`config.mk`:
```
export PLATFORM = sky130hd
export DESIGN_NAME = syndrome_sync_detector_core_flat
export DESIGN_NICKNAME = d
export VERILOG_FILES = /design/src/rtl/ssd_pkg.sv /design/src/rtl/ssd_if.sv /design/src/rtl/ssd_syndrome.sv /design/src/rtl/syndrome_sync_detector_core.sv /design/src/flat_wrapper.sv
export SDC_FILE = /design/constraint.sdc
export NUM_CORES = 1
export LEC_CHECK = 0
export ABC_AREA = 0
export BUFFER_PORTS_ARGS = -buffer_cell sky130_fd_sc_hd__buf_2
export CORE_MARGIN = 2
export CORE_UTILIZATION = 54
export DETAILED_ROUTE_END_ITERATION = 10
export MAX_ROUTING_LAYER = met4
export PLACE_DENSITY = 0.76
export SYNTH_ARGS = -nofsm -noshare
export SYNTH_HDL_FRONTEND = slang
export SYNTH_SLANG_ARGS = --single-unit
```
`constraint.sdc`:
```
create_clock -name clk -period 6.15 [get_ports clk]
set_input_delay 1.23 -clock clk [delete_from_list [all_inputs] [get_ports clk]]
set_output_delay 1.23 -clock clk [all_outputs]
set_load 0.02 [all_outputs]
```
`src/rtl/ssd_pkg.sv`:
```
// Package: widths, parity masks and shared types of the syndrome sync detector.
`default_nettype none
package ssd_pkg;

    localparam int SHIFT_W = 28;
    localparam int TALLY_W = 12;
    localparam int HUND_W  = 19;

    localparam logic [SHIFT_W-1:0] MASK_A = 28'hFB536D3;
    localparam logic [SHIFT_W-1:0] MASK_B = 28'hF7A39E3;
    localparam logic [TALLY_W-1:0] TALLY_TOP = 12'hFFF;

    // configuration register indexes
    localparam logic CFG_MASK_SET_CH0 = 1'b0;
    localparam logic CFG_MASK_SET_CH1 = 1'b1;

    // syndrome bits of one byte: low nibble, then high nibble
    typedef struct packed {
        logic syn_lo;
        logic syn_hi;
    } syn_pair_t;

endpackage
`default_nettype wire

```
`src/rtl/ssd_if.sv`:
```
// Interfaces: input byte channel and result channel.
`default_nettype none
interface ssd_in_if;
    logic       valid;
    logic       ready;
    logic [7:0] data_byte;
    logic       channel;
    logic       last_byte;

    modport source (output valid, output data_byte, output channel, output last_byte,
                    input ready);
    modport sink   (input valid, input data_byte, input channel, input last_byte,
                    output ready);
endinterface

interface ssd_out_if;
    logic                        valid;
    logic                        ready;
    logic                        sync_ok;
    logic [ssd_pkg::TALLY_W-1:0] zero_count;
    logic [ssd_pkg::TALLY_W-1:0] one_count;

    modport source (output valid, output sync_ok, output zero_count, output one_count,
                    input ready);
    modport sink   (input valid, input sync_ok, input zero_count, input one_count,
                    output ready);
endinterface
`default_nettype wire

```
`src/rtl/ssd_syndrome.sv`:
```
// Shift of one byte into the 28-bit history and its two parity syndromes.
`default_nettype none
module ssd_syndrome (
    input  wire logic [ssd_pkg::SHIFT_W-1:0] shift,
    input  wire logic [7:0]                  data_byte,
    input  wire logic                        mask_sel,
    output logic [ssd_pkg::SHIFT_W-1:0]      shift_next,
    output ssd_pkg::syn_pair_t               syn
);

    logic [ssd_pkg::SHIFT_W-1:0] mask;
    logic [ssd_pkg::SHIFT_W-1:0] after_lo;

    always_comb
    begin
        mask       = mask_sel ? ssd_pkg::MASK_B : ssd_pkg::MASK_A;
        after_lo   = {shift[ssd_pkg::SHIFT_W-5:0], data_byte[3:0]};
        shift_next = {shift[ssd_pkg::SHIFT_W-9:0], data_byte[3:0], data_byte[7:4]};
        syn.syn_lo = ^(after_lo & mask);
        syn.syn_hi = ^(shift_next & mask);
    end

endmodule
`default_nettype wire

```
`src/rtl/syndrome_sync_detector_core.sv`:
```
// Top level: syndrome sync detector with byte input and per-block result output.
// Usage:
//   in_chan  (sink)   : one request per received byte: data_byte, channel, last_byte.
//                       The low nibble is shifted into the history before the high one.
//   out_chan (source) : one request per block, issued for the byte flagged last_byte:
//                       sync_ok, zero_count, one_count (counts saturate at 4095).
//   cfg_we/cfg_index/cfg_data : mask set select per channel (0 = mask A, 1 = mask B).
// Latency: the result is valid in the cycle after the last byte is accepted.
// Throughput: one byte per cycle while in_chan.ready is high; both syndromes, the
//   saturating count update and the ratio test (100*ones <= zeros, zeros nonzero) are
//   formed combinationally in one pass from the history and tally registers.
// Stall: the result sits in the output register; bytes keep being accepted while it
//   is taken in the same cycle. Only when a result is held and the receiver is not
//   ready does in_chan.ready drop.
// Reset: history, tallies, mask sets and the output valid clear; after every last
//   byte the history and tallies clear again for the next block.
`default_nettype none
module syndrome_sync_detector_core (
    input  wire logic  clk,
    input  wire logic  rst_n,
    input  wire logic  cfg_we,
    input  wire logic  cfg_index,
    input  wire logic  cfg_data,
    ssd_in_if.sink     in_chan,
    ssd_out_if.source  out_chan
);

    // configuration
    logic mask_set_ch0_reg;
    logic mask_set_ch1_reg;

    // block state
    logic [ssd_pkg::SHIFT_W-1:0] shift_reg, shift_next;
    logic [ssd_pkg::TALLY_W-1:0] zero_tally_reg, zero_tally_next;
    logic [ssd_pkg::TALLY_W-1:0] one_tally_reg, one_tally_next;

    // result register
    logic                        out_valid_reg;
    logic                        sync_ok_reg;
    logic [ssd_pkg::TALLY_W-1:0] zero_count_reg;
    logic [ssd_pkg::TALLY_W-1:0] one_count_reg;

    logic                        accept;
    logic                        mask_sel;
    logic [ssd_pkg::SHIFT_W-1:0] shift_upd;
    ssd_pkg::syn_pair_t          syn;
    logic [1:0]                  n_ones;
    logic [1:0]                  n_zeros;
    logic [ssd_pkg::TALLY_W:0]   zero_sum;
    logic [ssd_pkg::TALLY_W:0]   one_sum;
    logic [ssd_pkg::TALLY_W-1:0] zero_sat;
    logic [ssd_pkg::TALLY_W-1:0] one_sat;
    logic [ssd_pkg::HUND_W-1:0]  ones_x100;
    logic                        sync_ok_calc;

    // output register frees up when empty or being drained
    assign in_chan.ready = !out_valid_reg || out_chan.ready;
    assign accept        = in_chan.valid && in_chan.ready;

    assign mask_sel = in_chan.channel ? mask_set_ch1_reg : mask_set_ch0_reg;

    ssd_syndrome u_syndrome (
        .shift      (shift_reg),
        .data_byte  (in_chan.data_byte),
        .mask_sel   (mask_sel),
        .shift_next (shift_upd),
        .syn        (syn)
    );

    always_comb
    begin
        n_ones    = {1'b0, syn.syn_lo} + {1'b0, syn.syn_hi};
        n_zeros   = 2'd2 - n_ones;
        zero_sum  = {1'b0, zero_tally_reg} + {{(ssd_pkg::TALLY_W-1){1'b0}}, n_zeros};
        one_sum   = {1'b0, one_tally_reg} + {{(ssd_pkg::TALLY_W-1){1'b0}}, n_ones};
        // saturate at the top code
        zero_sat  = zero_sum[ssd_pkg::TALLY_W] ? ssd_pkg::TALLY_TOP
                                               : zero_sum[ssd_pkg::TALLY_W-1:0];
        one_sat   = one_sum[ssd_pkg::TALLY_W] ? ssd_pkg::TALLY_TOP
                                              : one_sum[ssd_pkg::TALLY_W-1:0];
        // 100 = 64 + 32 + 4
        ones_x100 = ({7'd0, one_sat} << 6) + ({7'd0, one_sat} << 5) + ({7'd0, one_sat} << 2);
        sync_ok_calc = (zero_sat != '0) && (ones_x100 <= {7'd0, zero_sat});

        shift_next      = shift_reg;
        zero_tally_next = zero_tally_reg;
        one_tally_next  = one_tally_reg;
        if (accept)
        begin
            if (in_chan.last_byte)
            begin
                shift_next      = '0;
                zero_tally_next = '0;
                one_tally_next  = '0;
            end
            else
            begin
                shift_next      = shift_upd;
                zero_tally_next = zero_sat;
                one_tally_next  = one_sat;
            end
        end
    end

    always_ff @(posedge clk or negedge rst_n)
    begin
        if (!rst_n)
        begin
            mask_set_ch0_reg <= 1'b0;
            mask_set_ch1_reg <= 1'b0;
        end
        else if (cfg_we)
        begin
            unique case (cfg_index)
                ssd_pkg::CFG_MASK_SET_CH0: mask_set_ch0_reg <= cfg_data;
                ssd_pkg::CFG_MASK_SET_CH1: mask_set_ch1_reg <= cfg_data;
                default: ;
            endcase
        end
    end

    always_ff @(posedge clk or negedge rst_n)
    begin
        if (!rst_n)
        begin
            shift_reg      <= '0;
            zero_tally_reg <= '0;
            one_tally_reg  <= '0;
            out_valid_reg  <= 1'b0;
        end
        else
        begin
            shift_reg      <= shift_next;
            zero_tally_reg <= zero_tally_next;
            one_tally_reg  <= one_tally_next;
            if (accept && in_chan.last_byte)
                out_valid_reg <= 1'b1;
            else if (out_chan.ready)
                out_valid_reg <= 1'b0;
        end
    end

    // result payload, no reset needed
    always_ff @(posedge clk)
    begin
        if (accept && in_chan.last_byte)
        begin
            sync_ok_reg    <= sync_ok_calc;
            zero_count_reg <= zero_sat;
            one_count_reg  <= one_sat;
        end
    end

    assign out_chan.valid      = out_valid_reg;
    assign out_chan.sync_ok    = sync_ok_reg;
    assign out_chan.zero_count = zero_count_reg;
    assign out_chan.one_count  = one_count_reg;

    // a last byte always produces a result in the next cycle
    a_last_gives_result: assert property (@(posedge clk) disable iff (!rst_n)
        accept && in_chan.last_byte |=> out_valid_reg)
        else $error("last byte did not raise result valid");

    // block state is clean after a last byte
    a_clear_after_block: assert property (@(posedge clk) disable iff (!rst_n)
        accept && in_chan.last_byte |=>
            shift_reg == '0 && zero_tally_reg == '0 && one_tally_reg == '0)
        else $error("block state not cleared after last byte");

    // a sync verdict needs zero syndromes to be present
    a_sync_needs_zeros: assert property (@(posedge clk) disable iff (!rst_n)
        out_valid_reg && sync_ok_reg |-> zero_count_reg != '0)
        else $error("sync reported with no zero syndromes");

    // no byte taken while a held result is stalled
    a_no_overrun: assert property (@(posedge clk) disable iff (!rst_n)
        out_valid_reg && !out_chan.ready |-> !accept)
        else $error("byte accepted while result stalled");

endmodule
`default_nettype wire

```
`src/flat_wrapper.sv`:
```
// flat-port wrapper written by rule: the top's interface ports become plain ports
module syndrome_sync_detector_core_flat 
  (clk, rst_n, cfg_we, cfg_index, cfg_data, in_chan_valid, in_chan_data_byte, in_chan_channel, in_chan_last_byte, in_chan_ready, out_chan_valid, out_chan_sync_ok, out_chan_zero_count, out_chan_one_count, out_chan_ready);
  ssd_in_if in_chan_i ();
  ssd_out_if out_chan_i ();
  input  wire logic clk;
  input  wire logic rst_n;
  input  wire logic cfg_we;
  input  wire logic cfg_index;
  input  wire logic cfg_data;
  input wire logic [$bits(in_chan_i.valid)-1:0] in_chan_valid;
  input wire logic [$bits(in_chan_i.data_byte)-1:0] in_chan_data_byte;
  input wire logic [$bits(in_chan_i.channel)-1:0] in_chan_channel;
  input wire logic [$bits(in_chan_i.last_byte)-1:0] in_chan_last_byte;
  output wire logic [$bits(in_chan_i.ready)-1:0] in_chan_ready;
  output wire logic [$bits(out_chan_i.valid)-1:0] out_chan_valid;
  output wire logic [$bits(out_chan_i.sync_ok)-1:0] out_chan_sync_ok;
  output wire logic [$bits(out_chan_i.zero_count)-1:0] out_chan_zero_count;
  output wire logic [$bits(out_chan_i.one_count)-1:0] out_chan_one_count;
  input wire logic [$bits(out_chan_i.ready)-1:0] out_chan_ready;
  assign in_chan_i.valid = in_chan_valid;
  assign in_chan_i.data_byte = in_chan_data_byte;
  assign in_chan_i.channel = in_chan_channel;
  assign in_chan_i.last_byte = in_chan_last_byte;
  assign in_chan_ready = in_chan_i.ready;
  assign out_chan_valid = out_chan_i.valid;
  assign out_chan_sync_ok = out_chan_i.sync_ok;
  assign out_chan_zero_count = out_chan_i.zero_count;
  assign out_chan_one_count = out_chan_i.one_count;
  assign out_chan_i.ready = out_chan_ready;
  syndrome_sync_detector_core u_core (.clk(clk), .rst_n(rst_n), .cfg_we(cfg_we), .cfg_index(cfg_index), .cfg_data(cfg_data), .in_chan(in_chan_i), .out_chan(out_chan_i));
endmodule
```
# --- After elaboration in Yosys (flattened, before gate mapping) ---
# Index checks and enable logic that the tools add are counted.
word_totals:
  regBits: 76
  latch_bits: 0
  ram_bits: 0
  rom_bits: 0
  input_bits: 17
  out_inout_bits: 27
  wordCells: 39
  n_memories: 0
classes:
  n_addsub: 6
  n_mul: 0
  div: 0
  magnitude_cmp: 1
  eq_ne: 0
  shift: 0
  muxes: 9
  bitwise_logic: 3
  n_reduce_logical: 11
op_table:
  columns: ["op", "n"]
  rows:
  - ["AND 28 bit", 2]
  - ["XOR reduction 28 bit", 2]
  - ["2-to-1 mux 12 bit", 4]
  - ["2-to-1 mux 24 bit", 2]
  - ["adder 12 x 2 -> 13 bit", 2]
  - ["adder 18 x 17 -> 19 bit", 1]
  - ["adder 19 x 14 -> 19 bit", 1]
  - ["less-or-equal comparator 19 x 12 -> 1 bit", 1]
  - ["nonzero test 12 bit", 1]
  - ["AND reduction 2 bit", 2]
  - ["logical AND 1 bit", 3]
  - ["2-to-1 mux 1 bit", 3]
  - ["adder 1 x 1 -> 2 bit", 1]
  - ["nonzero test 2 bit", 1]
  - ["subtractor 2 bit (first input constant)", 1]
  - ["zero test 1 bit", 1]
  - ["logical OR 1 bit", 1]
  - ["NOT 1 bit", 1]

# --- Depth between registers and ports, before layout ---
# Gate-level depths: netlist of run 1.
depth:
  word_depth: 11
  ltp_mapped: 30
  ltp_nobuf: 29

# --- Modules after synthesis ---
# From an unflattened synthesis of run 1, not the netlist that was laid out.
hier_totals:
  cells_unflattened: 562
  hier_area_um2: 5258.8
modules_own_cells:
  columns: ["module", "n_inst", "cells_per_inst", "area_each_um2", "seq_area_each_um2"]
  rows:
  - ["syndrome_sync_detector_core", 1, 490, 4631.9, 2127.0]
  - ["ssd_syndrome", 1, 72, 626.9, 0.0]

# --- Worst setup path before layout of run 1 ---
# Ideal clock, no wire load.
synth_path:
  path_type: "input to register"
  start: "input port in_chan_channel"
  end: "register u_core.sync_ok_reg (netlist: u_core.out_chan.sync_ok), data pin"
  setup_ns: 0.134
  t_arrival_ns: 6.960
  t_required_ns: 6.016
  slack_ns: -0.944
  cell_stages: 29
  path_buffers: 1
  path_cell_list: "mux2i_2 -> nor2_1 -> a21oi_1 -> xnor2_1 -> xnor2_1 -> xnor2_1 -> ha_1 -> ha_1 -> inv_1 -> fa_1 -> nor3_1 -> nand4_1 -> buf_2 -> nand2_1 -> inv_1 -> fa_1 -> inv_1 -> ha_1 -> a211oi_1 -> o21bai_1 -> a21oi_1 -> xnor2_1 -> ha_1 -> nand2_1 -> nor4_1 -> and3_1 -> o21ai_1 -> nor4_1 -> and4_1"
synth_via:
  elab_chain_cells: 11
  word_cells_on_any_way: 17
  classes_between: "6 x add/sub; 1 x order compare; 4 x mux; 2 x bitwise; 4 x reduce/logical"
synth_rtl:
  columns: ["item", "line", "rtl"]
  rows:
  - ["from (decl)", "flat_wrapper.sv:13", "input wire logic [$bits(in_chan_i.channel)-1:0] in_chan_channel;"]
  - ["2-to-1 mux 1 bit (*)", "syndrome_sync_detector_core.sv:60", "assign mask_sel = in_chan.channel ? mask_set_ch1_reg : mask_set_ch0_reg;"]
  - ["2-to-1 mux 24 bit (*)", "ssd_syndrome.sv:16", "mask = mask_sel ? ssd_pkg::MASK_B : ssd_pkg::MASK_A;"]
  - ["AND 28 bit, on equally long branches", "ssd_syndrome.sv:19, ssd_syndrome.sv:20", null]
  - ["XOR reduction 28 bit, on equally long branches", "ssd_syndrome.sv:19, ssd_syndrome.sv:20", null]
  - ["adder 1 x 1 -> 2 bit (*)", "syndrome_sync_detector_core.sv:72", "n_ones = {1'b0, syn.syn_lo} + {1'b0, syn.syn_hi};"]
  - ["adder 12 x 2 -> 13 bit (*)", "syndrome_sync_detector_core.sv:75", "one_sum = {1'b0, one_tally_reg} + {{(ssd_pkg::TALLY_W-1){1'b0}}, n_ones};"]
  - ["2-to-1 mux 12 bit (*)", "syndrome_sync_detector_core.sv:79", "one_sat = one_sum[ssd_pkg::TALLY_W] ? ssd_pkg::TALLY_TOP"]
  - ["named net u_core.one_sat (one bit)", "syndrome_sync_detector_core.sv:52", "logic [ssd_pkg::TALLY_W-1:0] one_sat;"]
  - ["adder 18 x 17 -> 19 bit", "syndrome_sync_detector_core.sv:82", "ones_x100 = ({7'd0, one_sat} << 6) + ({7'd0, one_sat} << 5) + ({7'd0, one_sat} << 2);"]
  - ["adder 19 x 14 -> 19 bit (*)", "syndrome_sync_detector_core.sv:82", null]
  - ["less-or-equal comparator 19 x 12 -> 1 bit (*)", "syndrome_sync_detector_core.sv:83", "sync_ok_calc = (zero_sat != '0) && (ones_x100 <= {7'd0, zero_sat});"]
  - ["logical AND 1 bit (*)", "syndrome_sync_detector_core.sv:83", null]
  - ["named net u_core.sync_ok_calc", "syndrome_sync_detector_core.sv:54", "logic sync_ok_calc;"]
  - ["to (signal assigned)", "syndrome_sync_detector_core.sv:148", "sync_ok_reg <= sync_ok_calc;"]
  - ["to (decl)", "syndrome_sync_detector_core.sv:39", "logic sync_ok_reg;"]
# The timed path passes the listed nets; every way through them passes the cells marked *.
# A chain may end at the register's enable or synchronous reset.

# --- Worst setup path after layout of run 1 ---
# Ends and elaborated chain as after synthesis.

==> flow_summary.toml, run 1 <==
[clock_network]
cts.sinks = 76
clockRootBuffer = "clkbuf_8"
cts-buffers-inserted = 9
clkLatencyLatePin_ns = 0.36
cts.clk_slew.worst_paths_ns = 0.08
htreeDepth = 3
clk_path_buf_depth = 2
cts_tree = "yes"

[final_layout]
nets = 683
stdcell_count = 736
area_delta_synth_final_pct = 22.5
largest_register_ffs = 24
fin_area_sq_um = 5980
drive_gt1_frac = 0.261
antenna_cells = 0
fillers = 652
utilization = 0.682

[worst_setup_path]
ff2ff_path_depth = 29
crit_family = "adder cells"
crit_path_start = "in_chan_channel"
cp.depth = 30
crit_path_max_incr_delay_ns = 0.60
startpoint_type = "input port"
reg2reg_from = "u_core.shift_reg[12]"
worstPathArrival_ns = 6.69
rrSetupSlack_ns = 0.15
cp_slowest_cell = "fa_2"
worstPathMaxFanout = 10
crit_buf_inv = 6
r2r_end = "u_core.out_chan.sync_ok"
crit_end = "u_core.out_chan.sync_ok"
cp.required_ns = 6.38
cp_common_cell = "xnor2_1"
endpoint_kind = "register"
path_class = "in -> reg"

[global_route]
first_global_vias = 3881
grt_max_degree = 76
grt_antenna_before_repair = 0
gr-total-overflow = 0
track_usage = 0.240
grt_pass1_wl_um = 18100

[power_and_ir_drop]
p_per_area_nw_per_um2 = 566
leakage_nw = 2.81
ir_worst_vdd_mv = 0.362

[place]
gp_congestion = 0.937
hpwl_um = 7940
port-buffer-count = 43
placed_area_sq_um = 5740
place_inst = 716

[timing]
setup_violations = 1
max-slew-margin-rel = 0.476
max_freq_mhz = 155
post-route-min-period_ns = 6.46
period_share = 1.05
holdWs_ns = 0.513
tns_ns = -0.313
hold_viol = 0
grt_setup_unrepaired = "yes"
finalMaxSlewViolations = 0
tightest_slew_ns = 0.783
skew_ns = 0.0137
setup_ws_ns = -0.313

[synth]
yosysMostFrequentCell = "nand2_1"
yosys.area.top_type_share = 0.261
synthCells = 522
ys_ff_latch = 76
synthArstFlopShare = 0.671
synth-edff-count = 25
synthTopCellsByArea = "dfrtp_1 (26%), edfxtp_1 (15%), ha_1 (8.5%)"
syn_area_sq_um = 4880
yosys.area.top_type = "dfrtp_1"
syn_area_per_cell_sq_um = 9.35
syn-num-nets = 582
ys_types = 49
ys_warn_count = 0
synth_ff_type = "dfrtp_1"
ys_seq_area_frac = 0.415
synth_commonest_cells = "nand2_1 (94), o21ai_0 (62), dfrtp_1 (51)"

[route]
vias_per_cell = 5.50
drc = 0
wire_per_inst_um = 14.8
dr.first_iter.drc_count = 225
drt.antenna.violating_nets = 0
first_pass_iters = 5
wl_um = 10900
num_vias = 4047

[floorplan]
dieArea_sq_um = 9820
dieWidth_um = 99.1
initial_core_util = 0.557
pin_count = 44
fp-row-count = 34
die_h_um = 99.1
core_area_sq_um = 8760

[run_status]
status = "complete, but fails checks"
violations = "negative setup slack"

[flow_run]
cap_violations = 0

[min_path]
hold_class = "reg -> reg"
cells in the final DEF, fill, tap and decap left out, types with 6 or more instances in the layout:
cell / count
nand2_1: 88
buf_4: 61
o21ai_0: 60
dfrtp_1: 51
buf_2: 42
inv_1: 38
xnor2_1: 38
ha_1: 30
edfxtp_1: 25
nor2_1: 16
a21oi_1: 14
xor2_1: 12
nand3_1: 12
clkbuf_8: 9
mux2i_1: 8
nand2b_1: 8
fa_1: 8
nand4_1: 6
nor3_1: 6
stage by stage:
stage	power, mW	setup slack, ns
after CTS	3.38	-0.329
final	3.39	-0.313
after global placement	2.84	-0.384
after floorplan	2.28	-0.0985
after detailed placement	2.93	-0.749
after global routing	3.70	-0.620
report_power, final:
group          internal, mW  total (mW)  leakage, nW  switching (mW)
Clock                 0.149       0.344       0.0886           0.195
Combinational          1.16        2.37         1.80            1.22
Sequential            0.628       0.668        0.924          0.0402
Total                  1.93        3.39         2.81            1.45
worst min-delay path by stage:
stage	end	start	cells past startpoint
after global placement	u_core.shift_reg[19]	u_core.shift_reg[19]	2
final	u_core.shift_reg[17]	u_core.shift_reg[17]	2
after floorplan	u_core.shift_reg[16]	u_core.shift_reg[16]	2
after global routing	u_core.shift_reg[22]	u_core.shift_reg[22]	2
after CTS	u_core.shift_reg[7]	u_core.shift_reg[7]	2
after detailed placement	u_core.shift_reg[7]	u_core.shift_reg[7]	2
worst reg2reg max path: cells and delay by family, from the launching register on:
| family | cells | cell delay [ns] |
|---|---|---|
| buffers and inverters | 4 | 0.32 |
| AO/OA/AOI/OAI | 5 | 0.78 |
| XOR/XNOR | 7 | 1.33 |
| adder cells (fa/ha/maj) | 6 | 2.10 |
| flip-flops | 1 | 0.42 |
| AND/OR/NAND/NOR | 7 | 0.93 |
cells by family (layout without fill, tap and decap cells):
family / Yosys count / after routing / synth area share
mux: 12 / 13 / 0.0269
xor+xnor: 52 / 52 / 0.0933
flops: 76 / 76 / 0.415
fa+ha+maj: 43 / 43 / 0.126
buf+inv: 60 / 165 / 0.0466
compound gates: 104 / 104 / 0.123
simple gates: 175 / 175 / 0.170
layer usage:
metal	GRT usage	share of wire	vias to the layer above	routed length [um]
met5	-	0	-	0
li1	-	-	1980	-
met2	0.371	0.47	115	5090
met1	0.322	0.47	1931	5140
met4	0.0875	0.020	0	215
met3	0.0355	0.043	21	470
layout make-up:
class	instances	area, sq um	area share
multi-input cells	387	2800	0.468
repair buffers	105	687	0.115
well taps	108	135	0.0226
flip-flops and latches	76	2030	0.339
clock buffers	11	131	0.0220
inverters	44	168	0.0280
clock inverters	5	35.0	0.00586
repair_timing:
action	CTS	global route
pin swaps	1	1
endpoints found under the hold margin	0	0
cloned	1	0
endpoints found under the setup margin	1	1
setup buffers	2	1
gates resized for setup	5	4
hold buffers	0	0
Power figures use the tool's default switching activity.
==> run 2, diff against run 1 <==
- CORE_UTILIZATION: 54 -> 56
- CTS_BUF_LIST: unset -> sky130_fd_sc_hd__clkbuf_8
- PLACE_DENSITY: 0.76 -> 0.79
==> run 2 against run 1 <==
Against the previous run:
- the flow still finishes with violations (negative setup slack)
- clock power grew 24%
- sequential power about the same
- register-to-register slack worse by 0.11 ns
- sequential cell count unchanged
- first-iteration DRC count grew 6.7%
- total power is 3.9% higher
- critical path depth shrank 1
- combinational power is 2% higher
- critical endpoint unchanged
- largest cell class unchanged
==> flow_summary.toml, run 2 (synthesis gave the netlist of run 1 again) <==
[timing]
grt_setup_unrepaired = "yes"
max_freq_mhz = 154
tns_ns = -0.348
tightest_slew_ns = 1.18
skew_ns = 0.0123
setup_ws_ns = -0.348
period_share = 1.06
post-route-min-period_ns = 6.50
hold_viol = 0
max-slew-margin-rel = 0.216
holdWs_ns = 0.515
finalMaxSlewViolations = 0
setup_violations = 1

[flow_run]
cap_violations = 0

[global_route]
met1_usage = 0.327
first_global_vias = 4175
globalRouteMet3Util = 0.0504
track_usage = 0.258
grt_max_degree = 54
grt_antenna_before_repair = 0
grt_use_met2 = 0.423
grt_pass1_wl_um = 19300
top_usage_layer = "met2"
gr-total-overflow = 0

[final_layout]
utilization = 0.697
drive_gt1_frac = 0.248
largest_register_ffs = 24
area_delta_synth_final_pct = 22.7
fin_area_sq_um = 5990
layout_common_cells = "nand2_1 (89), o21ai_0 (60), buf_4 (53), dfrtp_1 (51)"
fillers = 632
antenna_cells = 0
layout_commonest_cell = "nand2_1"
stdcell_count = 728
nets = 675

[place]
placed_area_sq_um = 5690
gp_congestion = 0.911
port-buffer-count = 43
place_inst = 710
post-place-ws_ns = -0.599
hpwl_um = 8150

[clock_network]
cts-buffers-inserted = 9
clkLatencyLatePin_ns = 0.35
cts.sinks = 76
clockRootBuffer = "clkbuf_8"
htreeDepth = 3
cts.clk_slew.worst_paths_ns = 0.08
clk_path_buf_depth = 2
cts_tree = "yes"

[worst_setup_path]
endpoint_kind = "register"
cp.required_ns = 6.37
cp_slowest_cell = "fa_1"
cp_common_cell = "xnor2_1"
path_class = "in -> reg"
crit_path_max_incr_delay_ns = 0.61
startpoint_type = "input port"
worstPathArrival_ns = 6.71
worstPathMaxFanout = 9

[route]
drt.antenna.violating_nets = 0
vias_per_cell = 5.66
num_vias = 4124
drc = 0
wire_per_inst_um = 16.0
dr.first_iter.drc_count = 240
wl_um = 11700
first_pass_iters = 4

[floorplan]
dieWidth_um = 97.4
die_h_um = 97.4
initial_core_util = 0.568
fp-row-count = 34
pin_count = 44
dieArea_sq_um = 9480
core_area_sq_um = 8590

[run_status]
violations = "negative setup slack"
status = "complete, but fails checks"

[power_and_ir_drop]
ir_worst_vdd_mv = 0.486
p_per_area_nw_per_um2 = 588
p_total_mw = 3.52
leakage_nw = 2.81

[min_path]
hold_class = "reg -> reg"
run 2: area by class of cell:
cell class                      instances  area [sq um]  area share
Tap cell                              108           135      0.0226
Sequential cell                        76          2030       0.338
Timing Repair Buffer                   97           643       0.107
Inverter                               44           168      0.0280
Clock inverter                          6          81.3      0.0136
Clock buffer                           10           138      0.0230
Multi-Input combinational cell        387          2800       0.467
run 2: metal layers:
layer / vias up / wire, um
met4: 0 / 249
li1: 1967 / -
met2: 124 / 5750
met1: 2010 / 5080
met5: - / 0
met3: 23 / 595
run 2: path summary, 6_finish.rpt:
kind                                       endpoint  cells past startpoint  slack [ns]                  from
min in group asynchronous      u_core.shift_reg[19]                      1        1.10                 rst_n
max in group asynchronous  u_core.zero_tally_reg[9]                      1        4.32                 rst_n
min                            u_core.shift_reg[23]                      2        0.52  u_core.shift_reg[23]
max                         u_core.out_chan.sync_ok                     29       -0.35  in_chan_data_byte[0]
max reg2reg                 u_core.out_chan.sync_ok                     29        0.04  u_core.shift_reg[13]
min reg2reg                    u_core.shift_reg[23]                      2        0.52  u_core.shift_reg[23]
run 2: critical path, delay by kind of cell:
family          cells  cell delay [ns]
simple gates        7             1.25
xor+xnor            7             1.21
buf+inv             5             0.45
fa+ha+maj           6             2.06
compound gates      4             0.52
run 2: timing repair:
action                     in CTS  in global routing
hold buffers                    0                  0
pin swaps                      12                  1
gates cloned                    1                  0
setup buffers                   1                  0
gates resized for setup        10                  2
setup endpoints to repair       1                  1
run 2: where the power goes:
group	switching [mW]	total, mW	internal (mW)
Sequential	0.0427	0.670	0.628
Clock	0.191	0.428	0.237
Combinational	1.27	2.42	1.16
==> run 3, diff against run 2 <==
- PLACE_DENSITY: 0.79 -> unset
- PLACE_DENSITY_LB_ADDON: unset -> 0.25
==> run 3 against run 2 <==
Against the previous run:
- the flow still finishes with violations (negative setup slack)
- register-to-register slack improved by 0.17 ns
- non-clock buffer count rose by 3
- worst setup slack improved by 0.12 ns
- routed wire length fell by 6.6%
- critical endpoint unchanged
- largest cell class unchanged
- highest routed layer unchanged
==> flow_summary.toml, run 3 (synthesis gave the netlist of run 1 again) <==
[run_status]
status = "complete, but fails checks"
violations = "negative setup slack"

[timing]
max-slew-margin-rel = 0.422
finalMaxSlewViolations = 0
max_freq_mhz = 157
holdWs_ns = 0.506
setup_violations = 1
hold_viol = 0
setup_ws_ns = -0.226
grt_setup_unrepaired = "yes"
post-route-min-period_ns = 6.38
tightest_slew_ns = 0.865
tns_ns = -0.226
skew_ns = 0.0120
period_share = 1.04

[route]
num_vias = 4027
drt.antenna.violating_nets = 0
wl_um = 10900
first_pass_iters = 5
wire_per_inst_um = 14.9
vias_per_cell = 5.51
drc = 0
dr.first_iter.drc_count = 207

[power_and_ir_drop]
p_int_mw = 1.94
p_total_mw = 3.35
p_per_area_nw_per_um2 = 559
swShare = 0.421
p_sw_mw = 1.41
seq_power_share = 0.199
comb_power_share = 0.683
ir_worst_vdd_mv = 0.384
leakage_nw = 2.80
pwr-share-clk = 0.118

[min_path]
hold_class = "reg -> reg"
whs_path_depth = 2
holdCritStartpoint = "u_core.shift_reg[21]"
hold_end = "u_core.shift_reg[21]"

[floorplan]
core_area_sq_um = 8590
pin_count = 44
die_h_um = 97.4
fp-row-count = 34
initial_core_util = 0.568
dieArea_sq_um = 9480
dieWidth_um = 97.4

[final_layout]
antenna_cells = 0
largest_register_ffs = 24
fin_area_sq_um = 5990
stdcell_count = 731
area_delta_synth_final_pct = 22.8
layout_common_cells = "nand2_1 (88), o21ai_0 (60), buf_4 (57), dfrtp_1 (51), buf_2 (40)"
layout_commonest_cell = "nand2_1"
fillers = 659
utilization = 0.697
drive_gt1_frac = 0.257
nets = 678

[worst_setup_path]
ff2ff_path_depth = 28
path_class = "in -> reg"
endpoint_kind = "register"
reg2reg_from = "u_core.shift_reg[17]"
startpoint_type = "input port"
r2r_end = "u_core.out_chan.sync_ok"
cp_slowest_cell = "fa_2"
worstPathMaxFanout = 5
crit_path_max_incr_delay_ns = 0.56
worstPathArrival_ns = 6.61
cp_common_cell = "xnor2_1"
rrSetupSlack_ns = 0.21
cp.required_ns = 6.38

[global_route]
track_usage = 0.247
grt_antenna_before_repair = 0
grt_pass1_wl_um = 18500
first_global_vias = 3818
grt_max_degree = 52
gr-total-overflow = 0

[place]
post-place-ws_ns = -0.661
hpwl_um = 7760
port-buffer-count = 43
gp_congestion = 0.930
placed_area_sq_um = 5720
place_inst = 714

[clock_network]
cts_tree = "yes"
cts-buffers-inserted = 9
hold_buffers = 0
clkLatencyLatePin_ns = 0.36
cts.sinks = 76
htreeDepth = 3
clockRootBuffer = "clkbuf_8"
postCtsSetupBuffers = 0
clk_path_buf_depth = 2
cts.clk_slew.worst_paths_ns = 0.09

[flow_run]
cap_violations = 0
-- run 3: cell count changes in the layout (fill, tap and decap cells not counted), sizes merged --
| cell | change |
|---|---|
| bufinv | -1 |
| inv | -1 |
| clkbuf | -1 |
| clkinv | +3 |
| buf | +3 |
-- run 3: power groups by stage --
stage          logic [mW]  registers, mW  clock network, mW
2_1_floorplan        1.57          0.704                  0
3_3_place_gp         2.15          0.673                  0
3_5_place_dp         2.19          0.676                  0
4_1_cts              2.28          0.668              0.399
5_1_grt              2.59          0.675              0.420
6_report             2.29          0.669              0.395
-- run 3: how the worst max path moves through the flow --
| stage | to | slack (ns) | cells after the start | from |
|---|---|---|---|---|
| 3_3_place_gp | u_core.out_chan.sync_ok | -0.37 | 25 | in_chan_channel |
| 6_report | u_core.out_chan.sync_ok | -0.23 | 29 | in_chan_channel |
| 5_1_grt | u_core.out_chan.sync_ok | -0.61 | 30 | in_chan_channel |
| 3_5_place_dp | u_core.out_chan.sync_ok | -0.66 | 30 | in_chan_channel |
| 2_1_floorplan | u_core.out_chan.sync_ok | -0.1 | 29 | in_chan_channel |
| 4_1_cts | u_core.out_chan.sync_ok | -0.23 | 30 | in_chan_channel |
-- run 3: layer usage --
layer  track usage  up-vias  wire (um)
met4        0.0737        0        146
met5             -        -          0
li1              -     1972          -
met2         0.378      115       5100
met1         0.345     1921       5150
met3        0.0396       19        513
-- run 3: layout make-up --
cell class              instances  area (sq um)  area share
repair buffers                100           662       0.110
clock buffers                   9           124      0.0207
well taps                     108           135      0.0225
flip-flops and latches         76          2030       0.338
clock inverters                 7          75.1      0.0125
inverters                      44           168      0.0280
multi-input cells             387          2800       0.468
-- run 3: critical path: cells and delay by family --
family,cells,cell delay [ns]
adders and majority gates,6,1.98
and+or+nand+nor,8,1.39
AOI/OAI and AO/OA,5,0.62
xor gates and xnor gates,4,0.58
buffers and inverters,5,0.50
muxes,1,0.30
-- run 3: timing repair --
action,4_1_cts,5_1_grt
resized for setup,8,3
cloned,1,0
pin swaps,4,1
setup endpoints to repair,1,1
